==> src/rtl/ppsc_pkg.sv <==
// playback position and speed control: shared widths, codes, register reset values
// and the item and configuration structs
// no dependencies
`timescale 1ns / 1ps

package ppsc_pkg;

	// position format: unsigned fraction, 2^POS_FRAC_BITS is the whole melody
	localparam int POS_FRAC_BITS = 24;
	localparam int POS_W         = POS_FRAC_BITS + 1;

	localparam int STEP_W  = 16;
	localparam int FREQ_W  = 16;
	localparam int BASE_W  = 8;
	localparam int SPEED_W = 8;
	localparam int SAVE_W  = 8;
	localparam int RES_W   = 8;

	// step increment times step distance, then a signed sum with headroom
	localparam int PROD_W = POS_W + STEP_W;
	localparam int SUM_W  = PROD_W + 2;

	// save quantiser product
	localparam int SAVE_PROD_W = POS_W + RES_W;

	// configuration port
	localparam int CFG_IDX_W  = 3;
	localparam int CFG_DATA_W = (POS_W > FREQ_W) ? POS_W : FREQ_W;

	localparam logic [POS_W-1:0] POS_ONE = POS_W'(1) << POS_FRAC_BITS;

	// register reset values
	localparam logic [POS_W-1:0]  RST_STEP_INCREMENT = POS_W'(8192);
	localparam logic [STEP_W-1:0] RST_TOTAL_STEPS    = STEP_W'(4096);
	localparam logic              RST_LOOP_ENABLE    = 1'b1;
	localparam logic [BASE_W-1:0] RST_BASE_FREQ      = BASE_W'(100);
	localparam logic [FREQ_W-1:0] RST_MAX_FREQ       = FREQ_W'(2000);
	localparam logic [FREQ_W-1:0] RST_SUPERFINE_THR  = FREQ_W'(50);
	localparam logic [FREQ_W-1:0] RST_FINE_THR       = FREQ_W'(300);
	localparam logic [RES_W-1:0]  RST_SAVE_RES       = RES_W'(100);

	typedef enum logic [CFG_IDX_W-1:0] {
		REG_STEP_INCREMENT      = 3'd0,
		REG_TOTAL_STEPS         = 3'd1,
		REG_LOOP_ENABLE         = 3'd2,
		REG_BASE_FREQ           = 3'd3,
		REG_MAX_FREQ            = 3'd4,
		REG_SUPERFINE_THRESHOLD = 3'd5,
		REG_FINE_THRESHOLD      = 3'd6,
		REG_SAVE_RESOLUTION     = 3'd7
	} cfg_idx_t;

	typedef enum logic [1:0] {
		CMD_NONE = 2'd0,
		CMD_PLAY = 2'd1,
		CMD_STOP = 2'd2
	} play_cmd_t;

	// microstep mode: unchanged, half step, full step with 16 or 64 microsteps
	typedef enum logic [1:0] {
		MODE_UNCHANGED = 2'd0,
		MODE_HALF      = 2'd1,
		MODE_MICRO16   = 2'd2,
		MODE_MICRO64   = 2'd3
	} step_mode_t;

	typedef struct packed {
		logic [POS_W-1:0]  step_increment;
		logic [STEP_W-1:0] total_steps;
		logic              loop_enable;
		logic [BASE_W-1:0] base_freq;
		logic [FREQ_W-1:0] max_freq;
		logic [FREQ_W-1:0] superfine_threshold;
		logic [FREQ_W-1:0] fine_threshold;
		logic [RES_W-1:0]  save_resolution;
	} cfg_t;

	typedef struct packed {
		logic [STEP_W-1:0]  current_step;
		logic               step_direction;
		logic               press_forward;
		logic               press_backward;
		logic               press_start;
		logic [SPEED_W-1:0] speed_setting;
		play_cmd_t          play_cmd;
	} tick_t;

	typedef struct packed {
		logic [FREQ_W-1:0] drive_freq;
		step_mode_t        step_mode;
		logic              pid_active;
		logic [POS_W-1:0]  position;
		logic              is_playing;
		logic              save_strobe;
		logic [SAVE_W-1:0] save_value;
	} result_t;

	// outcome of the position update
	typedef struct packed {
		logic [POS_W-1:0] position;
		logic             end_stop;
	} pos_upd_t;

	// outcome of the drive selection
	typedef struct packed {
		logic [FREQ_W-1:0] freq;
		logic              pid_on;
		step_mode_t        mode;
	} drive_t;

endpackage

==> src/rtl/ppsc_if.sv <==
// valid/ready channels for input ticks and result items
// depends on ppsc_pkg
`timescale 1ns / 1ps

interface ppsc_tick_if;
	logic             valid;
	logic             ready;
	ppsc_pkg::tick_t  data;

	modport source (output valid, output data, input ready);
	modport sink   (input valid, input data, output ready);
endinterface

interface ppsc_result_if;
	logic              valid;
	logic              ready;
	ppsc_pkg::result_t data;

	modport source (output valid, output data, input ready);
	modport sink   (input valid, input data, output ready);
endinterface

==> src/rtl/ppsc_cfg_regs.sv <==
// configuration register file, written through a plain write port
// depends on ppsc_pkg
`timescale 1ns / 1ps

module ppsc_cfg_regs (
	input  logic                                clk,
	input  logic                                arst_n,
	input  logic                                wr_en,
	input  logic [ppsc_pkg::CFG_IDX_W-1:0]      index,
	input  logic [ppsc_pkg::CFG_DATA_W-1:0]     wr_data,
	output ppsc_pkg::cfg_t                      cfg
);

	ppsc_pkg::cfg_t cfg_q;

	// register writes, each field takes the low bits of the data
	always_ff @(posedge clk or negedge arst_n) begin
		if (!arst_n) begin
			cfg_q.step_increment      <= ppsc_pkg::RST_STEP_INCREMENT;
			cfg_q.total_steps         <= ppsc_pkg::RST_TOTAL_STEPS;
			cfg_q.loop_enable         <= ppsc_pkg::RST_LOOP_ENABLE;
			cfg_q.base_freq           <= ppsc_pkg::RST_BASE_FREQ;
			cfg_q.max_freq            <= ppsc_pkg::RST_MAX_FREQ;
			cfg_q.superfine_threshold <= ppsc_pkg::RST_SUPERFINE_THR;
			cfg_q.fine_threshold      <= ppsc_pkg::RST_FINE_THR;
			cfg_q.save_resolution     <= ppsc_pkg::RST_SAVE_RES;
		end else if (wr_en) begin
			case (ppsc_pkg::cfg_idx_t'(index))
				ppsc_pkg::REG_STEP_INCREMENT: begin
					cfg_q.step_increment <= wr_data[ppsc_pkg::POS_W-1:0];
				end
				ppsc_pkg::REG_TOTAL_STEPS: begin
					cfg_q.total_steps <= wr_data[ppsc_pkg::STEP_W-1:0];
				end
				ppsc_pkg::REG_LOOP_ENABLE: begin
					cfg_q.loop_enable <= wr_data[0];
				end
				ppsc_pkg::REG_BASE_FREQ: begin
					cfg_q.base_freq <= wr_data[ppsc_pkg::BASE_W-1:0];
				end
				ppsc_pkg::REG_MAX_FREQ: begin
					cfg_q.max_freq <= wr_data[ppsc_pkg::FREQ_W-1:0];
				end
				ppsc_pkg::REG_SUPERFINE_THRESHOLD: begin
					cfg_q.superfine_threshold <= wr_data[ppsc_pkg::FREQ_W-1:0];
				end
				ppsc_pkg::REG_FINE_THRESHOLD: begin
					cfg_q.fine_threshold <= wr_data[ppsc_pkg::FREQ_W-1:0];
				end
				ppsc_pkg::REG_SAVE_RESOLUTION: begin
					cfg_q.save_resolution <= wr_data[ppsc_pkg::RES_W-1:0];
				end
				default: begin
					cfg_q <= cfg_q;
				end
			endcase
		end
	end

	assign cfg = cfg_q;

endmodule

==> src/rtl/ppsc_pos_update.sv <==
// playback position update: wrapped step distance, scaling, end handling
// depends on ppsc_pkg
`timescale 1ns / 1ps

module ppsc_pos_update (
	input  logic [ppsc_pkg::STEP_W-1:0] current_step,
	input  logic [ppsc_pkg::STEP_W-1:0] prev_step,
	input  logic                        step_direction,
	input  logic [ppsc_pkg::POS_W-1:0]  position,
	input  ppsc_pkg::cfg_t              cfg,
	output ppsc_pkg::pos_upd_t          upd
);

	logic                               moved;
	logic [ppsc_pkg::STEP_W-1:0]        raw_diff;
	logic [ppsc_pkg::STEP_W-1:0]        half_rev;
	logic [ppsc_pkg::STEP_W-1:0]        diff;
	logic [ppsc_pkg::PROD_W-1:0]        delta;
	logic [ppsc_pkg::SUM_W-1:0]         pos_ext;
	logic [ppsc_pkg::SUM_W-1:0]         delta_ext;
	logic signed [ppsc_pkg::SUM_W-1:0]  sum_s;
	logic signed [ppsc_pkg::SUM_W-1:0]  one_s;

	// shortest distance around the revolution
	always_comb begin
		moved    = current_step != prev_step;
		raw_diff = (current_step > prev_step) ? (current_step - prev_step)
		                                      : (prev_step - current_step);
		half_rev = cfg.total_steps >> 1;
		if (raw_diff > half_rev) begin
			diff = (raw_diff >= cfg.total_steps) ? '0 : (cfg.total_steps - raw_diff);
		end else begin
			diff = raw_diff;
		end
	end

	// scale by the step increment
	assign delta = ppsc_pkg::PROD_W'(cfg.step_increment) * ppsc_pkg::PROD_W'(diff);

	// signed move and wrap or clamp at the ends
	always_comb begin
		pos_ext   = ppsc_pkg::SUM_W'(position);
		delta_ext = ppsc_pkg::SUM_W'(delta);
		one_s     = $signed(ppsc_pkg::SUM_W'(ppsc_pkg::POS_ONE));
		sum_s     = step_direction ? $signed(pos_ext - delta_ext)
		                           : $signed(pos_ext + delta_ext);
		upd.end_stop = 1'b0;
		if (!moved) begin
			upd.position = position;
		end else if (sum_s > one_s) begin
			upd.position = '0;
			upd.end_stop = !cfg.loop_enable;
		end else if (sum_s[ppsc_pkg::SUM_W-1]) begin
			upd.position = cfg.loop_enable ? ppsc_pkg::POS_ONE : '0;
		end else begin
			upd.position = sum_s[ppsc_pkg::POS_W-1:0];
		end
	end

endmodule

==> src/rtl/ppsc_drive_sel.sv <==
// drive frequency, speed regulator enable and microstep mode selection
// depends on ppsc_pkg
`timescale 1ns / 1ps

module ppsc_drive_sel (
	input  logic                         playing,
	input  logic                         press_forward,
	input  logic                         press_backward,
	input  logic [ppsc_pkg::SPEED_W-1:0] speed_setting,
	input  logic [ppsc_pkg::FREQ_W-1:0]  freq_prev,
	input  logic                         pid_prev,
	input  ppsc_pkg::cfg_t               cfg,
	output ppsc_pkg::drive_t             drive
);

	logic [ppsc_pkg::FREQ_W-1:0] speed_freq;
	logic [ppsc_pkg::FREQ_W-1:0] freq_sel;
	logic                        pid_sel;
	ppsc_pkg::step_mode_t        mode_sel;

	// base frequency times speed, 8 by 8 bits fits the frequency width
	assign speed_freq = ppsc_pkg::FREQ_W'(cfg.base_freq) * ppsc_pkg::FREQ_W'(speed_setting);

	// frequency and regulator from play state and seek buttons
	always_comb begin
		freq_sel = freq_prev;
		pid_sel  = pid_prev;
		if (playing) begin
			if (!press_backward && !press_forward) begin
				freq_sel = speed_freq;
				pid_sel  = 1'b0;
			end
		end else begin
			freq_sel = '0;
		end
		if (press_backward && !press_forward) begin
			freq_sel = '0;
		end
		if (press_forward && !press_backward) begin
			freq_sel = cfg.max_freq;
			pid_sel  = 1'b1;
		end
	end

	// microstep mode from the thresholds
	always_comb begin
		if (freq_sel == '0) begin
			mode_sel = ppsc_pkg::MODE_UNCHANGED;
		end else if (freq_sel <= cfg.superfine_threshold) begin
			mode_sel = ppsc_pkg::MODE_MICRO64;
		end else if (freq_sel <= cfg.fine_threshold) begin
			mode_sel = ppsc_pkg::MODE_MICRO16;
		end else begin
			mode_sel = ppsc_pkg::MODE_HALF;
		end
	end

	assign drive = '{freq: freq_sel, pid_on: pid_sel, mode: mode_sel};

endmodule

==> src/rtl/playback_position_speed_control_unit.sv <==
// playback position and speed control, top level
// depends on ppsc_pkg, ppsc_if, ppsc_cfg_regs, ppsc_pos_update, ppsc_drive_sel
//
// channel   dir  handshake     payload
// tick      in   valid/ready   ppsc_pkg::tick_t   (step, direction, buttons, speed, command)
// result    out  valid/ready   ppsc_pkg::result_t (freq, mode, pid, position, save)
// cfg       in   cfg_wr_en     cfg_index, cfg_wr_data (no read-back)
//
// an item is registered on entry and its result loads into the output register when stage
// one advances; one item per cycle is sustained while results are taken, the loop through
// position and play state closed combinationally between input and result register.
// the input register takes a new item while a finished result still waits, if it is empty.
// a stalled result holds both stages; reset clears state and restores register defaults.
`timescale 1ns / 1ps

module playback_position_speed_control_unit (
	input  logic                              clk,
	input  logic                              arst_n,
	ppsc_tick_if.sink                         tick,
	ppsc_result_if.source                     result,
	input  logic                              cfg_wr_en,
	input  logic [ppsc_pkg::CFG_IDX_W-1:0]    cfg_index,
	input  logic [ppsc_pkg::CFG_DATA_W-1:0]   cfg_wr_data
);

	ppsc_pkg::cfg_t    cfg;
	ppsc_pkg::tick_t   tick_s1;
	logic              valid_s1;
	ppsc_pkg::result_t res_s2;
	logic              valid_s2;

	logic [ppsc_pkg::STEP_W-1:0] prev_step_q;
	logic [ppsc_pkg::POS_W-1:0]  position_q;
	logic                        playing_q;
	logic [ppsc_pkg::SAVE_W-1:0] last_saved_q;
	logic [ppsc_pkg::FREQ_W-1:0] freq_q;
	logic                        pid_q;

	logic                             accept;
	logic                             advance;
	logic                             playing_cmd;
	logic                             playing_mid;
	logic                             three_button;
	logic [ppsc_pkg::SAVE_PROD_W-1:0] save_prod;
	logic [ppsc_pkg::SAVE_W-1:0]      save_val;
	logic [ppsc_pkg::POS_W-1:0]       pos_final;
	logic                             playing_final;
	ppsc_pkg::pos_upd_t               upd;
	ppsc_pkg::drive_t                 drive;

	ppsc_cfg_regs u_cfg (
		.clk     (clk),
		.arst_n  (arst_n),
		.wr_en   (cfg_wr_en),
		.index   (cfg_index),
		.wr_data (cfg_wr_data),
		.cfg     (cfg)
	);

	// handshake: stage one moves on when the output register is free or being taken
	assign advance    = valid_s1 && (!valid_s2 || result.ready);
	assign tick.ready = !valid_s1 || advance;
	assign accept     = tick.valid && tick.ready;

	// input register
	always_ff @(posedge clk or negedge arst_n) begin
		if (!arst_n) begin
			valid_s1 <= 1'b0;
		end else begin
			valid_s1 <= accept || (valid_s1 && !advance);
		end
	end

	always_ff @(posedge clk) begin
		if (accept) begin
			tick_s1 <= tick.data;
		end
	end

	// play command
	always_comb begin
		case (tick_s1.play_cmd)
			ppsc_pkg::CMD_PLAY: playing_cmd = 1'b1;
			ppsc_pkg::CMD_STOP: playing_cmd = 1'b0;
			default:            playing_cmd = playing_q;
		endcase
	end

	// save value from the position held at the start of the tick
	assign save_prod = ppsc_pkg::SAVE_PROD_W'(position_q)
	                 * ppsc_pkg::SAVE_PROD_W'(cfg.save_resolution);
	assign save_val  = save_prod[ppsc_pkg::POS_FRAC_BITS +: ppsc_pkg::SAVE_W];

	ppsc_pos_update u_pos (
		.current_step   (tick_s1.current_step),
		.prev_step      (prev_step_q),
		.step_direction (tick_s1.step_direction),
		.position       (position_q),
		.cfg            (cfg),
		.upd            (upd)
	);

	assign playing_mid = playing_cmd && !upd.end_stop;

	ppsc_drive_sel u_drive (
		.playing        (playing_mid),
		.press_forward  (tick_s1.press_forward),
		.press_backward (tick_s1.press_backward),
		.speed_setting  (tick_s1.speed_setting),
		.freq_prev      (freq_q),
		.pid_prev       (pid_q),
		.cfg            (cfg),
		.drive          (drive)
	);

	// three-button reset after the drive choice
	assign three_button  = tick_s1.press_forward && tick_s1.press_backward
	                    && tick_s1.press_start;
	assign pos_final     = three_button ? '0 : upd.position;
	assign playing_final = three_button ? 1'b0 : playing_mid;

	// tick state
	always_ff @(posedge clk or negedge arst_n) begin
		if (!arst_n) begin
			prev_step_q  <= '0;
			position_q   <= '0;
			playing_q    <= 1'b0;
			last_saved_q <= '0;
			freq_q       <= '0;
			pid_q        <= 1'b0;
		end else if (advance) begin
			prev_step_q  <= tick_s1.current_step;
			position_q   <= pos_final;
			playing_q    <= playing_final;
			last_saved_q <= save_val;
			freq_q       <= drive.freq;
			pid_q        <= drive.pid_on;
		end
	end

	// result register
	always_ff @(posedge clk or negedge arst_n) begin
		if (!arst_n) begin
			valid_s2 <= 1'b0;
		end else begin
			valid_s2 <= advance || (valid_s2 && !result.ready);
		end
	end

	always_ff @(posedge clk) begin
		if (advance) begin
			res_s2.drive_freq  <= drive.freq;
			res_s2.step_mode   <= drive.mode;
			res_s2.pid_active  <= drive.pid_on;
			res_s2.position    <= pos_final;
			res_s2.is_playing  <= playing_final;
			res_s2.save_strobe <= save_val != last_saved_q;
			res_s2.save_value  <= save_val;
		end
	end

	assign result.valid = valid_s2;
	assign result.data  = res_s2;

endmodule
==> src/flat_wrapper.sv <==
// flat-port wrapper written by rule: the top's interface ports become plain ports
module playback_position_speed_control_unit_flat 
  (clk, arst_n, cfg_wr_en, cfg_index, cfg_wr_data, tick_valid, tick_data, tick_ready, result_valid, result_data, result_ready);
  ppsc_tick_if tick_i ();
  ppsc_result_if result_i ();
  input  logic clk;
  input  logic arst_n;
  input  logic cfg_wr_en;
  input  logic [ppsc_pkg::CFG_IDX_W-1:0] cfg_index;
  input  logic [ppsc_pkg::CFG_DATA_W-1:0] cfg_wr_data;
  input wire logic [$bits(tick_i.valid)-1:0] tick_valid;
  input wire logic [$bits(tick_i.data)-1:0] tick_data;
  output wire logic [$bits(tick_i.ready)-1:0] tick_ready;
  output wire logic [$bits(result_i.valid)-1:0] result_valid;
  output wire logic [$bits(result_i.data)-1:0] result_data;
  input wire logic [$bits(result_i.ready)-1:0] result_ready;
  assign tick_i.valid = tick_valid;
  assign tick_i.data = tick_data;
  assign tick_ready = tick_i.ready;
  assign result_valid = result_i.valid;
  assign result_data = result_i.data;
  assign result_i.ready = result_ready;
  playback_position_speed_control_unit u_core (.clk(clk), .arst_n(arst_n), .tick(tick_i), .result(result_i), .cfg_wr_en(cfg_wr_en), .cfg_index(cfg_index), .cfg_wr_data(cfg_wr_data));
endmodule
==> config.mk <==
export PLATFORM = sky130hd
export DESIGN_NAME = playback_position_speed_control_unit_flat
export DESIGN_NICKNAME = d
export VERILOG_FILES = /design/src/rtl/ppsc_pkg.sv /design/src/rtl/ppsc_if.sv /design/src/rtl/ppsc_cfg_regs.sv /design/src/rtl/ppsc_pos_update.sv /design/src/rtl/ppsc_drive_sel.sv /design/src/rtl/playback_position_speed_control_unit.sv /design/src/flat_wrapper.sv
export SDC_FILE = /design/constraint.sdc
export NUM_CORES = 2
export LEC_CHECK = 0
export BUFFER_PORTS_ARGS = -buffer_cell sky130_fd_sc_hd__buf_2
export CAP_MARGIN = 10
export CORE_MARGIN = 2
export CORE_UTILIZATION = 50
export CTS_CLUSTER_DIAMETER = 200
export DETAILED_ROUTE_END_ITERATION = 16
export HOLD_SLACK_MARGIN = 0.03
export PLACE_DENSITY_LB_ADDON = 0.08
export SKIP_LAST_GASP = 1
export SLEW_MARGIN = 20
export SYNTH_ARGS = -nofsm -noshare
export SYNTH_HDL_FRONTEND = slang
export SYNTH_HIERARCHICAL = 1
export SYNTH_SLANG_ARGS = --single-unit
export TNS_END_PERCENT = 50
==> constraint.sdc <==
create_clock -name clk -period 51.6 [get_ports clk]
set_clock_uncertainty 0.1 [all_clocks]
set_input_delay 7.74 -clock clk [delete_from_list [all_inputs] [get_ports clk]]
set_output_delay 7.74 -clock clk [all_outputs]
set_load 0.01 [all_outputs]
==> results.tsv <==
metric	value	unit
status	finished, final reports clean	
post-synthesis cell type count	118	
FF-to-FF Start	u_core/tick_s1[20]	
CTS clk-pin slew, worst paths	60	ps
number of H-tree levels	2	
Post-synth EDFFs	84	
routed length per placed instance	19.5	µm
half-perimeter wire length of the detailed placement result	81.4	mm
CP top delay family	compound AO/OA/AOI/OAI gates	
RR Endpoint	u_core/result.data[36]	
Antenna diodes	0	
share of cells above drive strength 1	12.0	%
sum of negative setup slack	0	ps
Top Ports	119	
count of routing violations after the opening detailed-route iteration	1791	
Slew Viols, Final	0	
required arrival time at the worst endpoint	51810	ps
via density per instance	5.56	
worst setup path end	u_core/result.data[36]	
sequential element share of the synthesized area	17.7	%
cts repair resizes	0	
synthesized area per cell	9.20	µm²
Reg2Reg Depth	68	
portion of synthesized cell area occupied by the leading cell type	25.4	%
clk sink count	259	
post-synthesis net count	5156	
Fmax achieved	0.0511	GHz
Clock Tree Buf Depth	3	
Buf/Inv on CP	5	
Crit Path Max Fanout	25	
CTS Buf Count	35	
RSZ-0062 raised after global routing	no	
total of flip-flops plus latches after synthesis	259	
horizontal extent of the die	284	µm
antenna violations before repair	0	
most numerous cell in the Yosys netlist	sky130_fd_sc_hd__inv_1	
starting density of the core	50.5	%
DP Area	40700	µm²
number of routed nets with antenna violations	0	
buffers inserted during post-CTS setup optimization	0	
critical-path cell with the highest stage delay	sky130_fd_sc_hd__o31a_1	
Worst Path Arrival	19800	ps
DIE HEIGHT	284	µm
pin count of the biggest net entering global routing	76	
area of all placed cells without fillers	41900	µm²
count of cell instances traversed by the critical path	68	
routability cong.	0.912	
warning count from the yosys run	6	
count of hold-fix buffers inserted at cts	0	
Total Die Area	80500	µm²
mapped cell area	39100	µm²
Net count, final	5178	
Max Cap Violations	0	
number of detailed-routing iterations run before antenna repair	7	
vias in the first global route	30595	
relative max-transition margin	20.8	%
transition time at the pin with the least slew margin	1190	ps
row count	102	
core area	77500	µm²
Period minus WS final	19590	ps
Final Hold Violating Endpoints	0	
global-route wire length before repair	171	mm
Synth area leaders	sky130_fd_sc_hd__fa_1 25%, sky130_fd_sc_hd__ha_1 11%, sky130_fd_sc_hd__dfrtp_1 9.8%	
DR DRC count	0	
aggregate routed wire length	104	mm
dominant synthesized flop cell	sky130_fd_sc_hd__dfrtp_1	
fill cell instance count of the final layout	7215	
library cell used as clock root buffer	sky130_fd_sc_hd__clkbuf_16	
area growth from synthesis to layout	7.00	%
Final period util	38.0	%
GRT Residual Overflow	0	
number of buffers inserted by port buffering	118	
worst setup slack for register-to-register paths	32010	ps
classification of the worst-slack hold path	flip-flop to flip-flop	
insertion delay to the later sink of the worst-skew pair	570	ps
classification of the worst setup path	flip-flop to flip-flop	
type of origin of the critical path	flip-flop	
Mapped Cells	4253	
fraction of registers with async set or reset after synthesis	67.6	%
critical path endpoint category	flip-flop	
routed via count	29726	
CTS tree	done	
crit path launch	u_core/tick_s1[20]	
slowest cell delay on critical path	730	ps
cell taking the most area after synthesis	sky130_fd_sc_hd__fa_1	
GRT Total Usage	26.5	%
top post-synthesis cells by count	744 x sky130_fd_sc_hd__inv_1, 497 x sky130_fd_sc_hd__fa_1, 450 x sky130_fd_sc_hd__nand2_1	
total setup violations reported at the end of the flow	0	
-- worst min path at each step --
stage / from / slack [ps] / end / cells after the start
6_report: u_core/tick_s1[29] / 400 / u_core/prev_step_q[15] / 1
5_1_grt: u_core/pid_q / 420 / u_core/pid_q / 1
4_1_cts: u_core/tick_s1[29] / 400 / u_core/prev_step_q[15] / 1
3_5_place_dp: u_core/freq_q[4] / 390 / u_core/freq_q[4] / 1
3_3_place_gp: u_core/freq_q[4] / 390 / u_core/freq_q[4] / 1
2_1_floorplan: u_core/valid_s1 / 360 / u_core/result.valid / 1
-- logic make-up after synthesis --
family / after synthesis / share of synthesized area, %
buffers and inverters: 920 / 9.14
XOR/XNOR: 102 / 2.47
adder cells (fa/ha/maj): 840 / 36.4
multiplexers: 195 / 5.54
AND/OR/NAND/NOR: 1285 / 17.3
flip-flops: 259 / 17.7
AO/OA/AOI/OAI: 652 / 11.4
-- stage by stage --
step / worst slack [ps] / utilization, % / cells / hold WS, ps
3_3_place_gp: 32410 / 52.5 / 5277 / 385
2_1_floorplan: 35330 / - / 4253 / 357
5_1_grt: 30590 / 54.1 / 5342 / 415
4_1_cts: 32090 / 54.0 / 5342 / 405
3_5_place_dp: 32160 / 52.5 / 5278 / 391
6_report: 32010 / 54.1 / 5342 / 402
-- flip-flops by register name, indices dropped and copies added (netlist names) --
| register | count |
|---|---|
| u_core/prev_step_q | 16 |
| u_core/u_cfg/cfg | 106 |
| u_core/result.valid | 1 |
| u_core/tick_s1 | 30 |
| u_core/pid_q | 1 |
| u_core/valid_s1 | 1 |
| u_core/result.data | 54 |
| u_core/playing_q | 1 |
| u_core/freq_q | 16 |
| u_core/position_q | 25 |
| u_core/last_saved_q | 8 |
-- worst register-to-register path, delay by kind of cell, from the launching register on --
kind	cells	cell delay [ps]
AOI/OAI and AO/OA	26	6580
xor gates and xnor gates	1	240
adders and majority gates	11	4790
buffers and inverters	5	850
DFF	1	360
muxes	1	520
and+or+nand+nor	24	5850
-- area by class of cell --
type / count / area, µm² / area share [%]
Multi-Input combinational cell: 3074 / 28700 / 68.6
Sequential cell: 259 / 6930 / 16.5
Inverter: 746 / 2800 / 6.69
Tap cell: 1040 / 1300 / 3.11
Clock buffer: 45 / 1010 / 2.40
Timing Repair Buffer: 159 / 907 / 2.17
Clock inverter: 19 / 208 / 0.496
-- cell usage in the layout, fill, tap and decap left out, types with 37 or more instances in the layout --
master                        n
sky130_fd_sc_hd__xnor2_1     68
sky130_fd_sc_hd__ha_1       343
sky130_fd_sc_hd__a21oi_1    164
sky130_fd_sc_hd__inv_1      743
sky130_fd_sc_hd__edfxtp_1    84
sky130_fd_sc_hd__buf_2      117
sky130_fd_sc_hd__o21ai_0    113
sky130_fd_sc_hd__clkbuf_16   37
sky130_fd_sc_hd__nand2_1    449
sky130_fd_sc_hd__nor2_1     115
sky130_fd_sc_hd__buf_4       41
sky130_fd_sc_hd__dfrtp_1    153
sky130_fd_sc_hd__nor3_1      43
sky130_fd_sc_hd__nand4_1     46
sky130_fd_sc_hd__a21o_1      64
sky130_fd_sc_hd__mux2_2     172
sky130_fd_sc_hd__fa_1       497
sky130_fd_sc_hd__nand3_1     53
sky130_fd_sc_hd__and2_1     398
-- per-layer routing --
layer  GRT usage (%)  routed length, µm  vias to the layer above
met5               0                  0                        -
met3            4.66               6300                      114
met1            38.8              49800                    14884
met4            5.24               2000                        0
met2            41.1              46300                      794
li1                -                  -                    13934
Power is not shown: default switching activity piles up to over one toggle a cycle in this logic, so the estimate is an artifact.
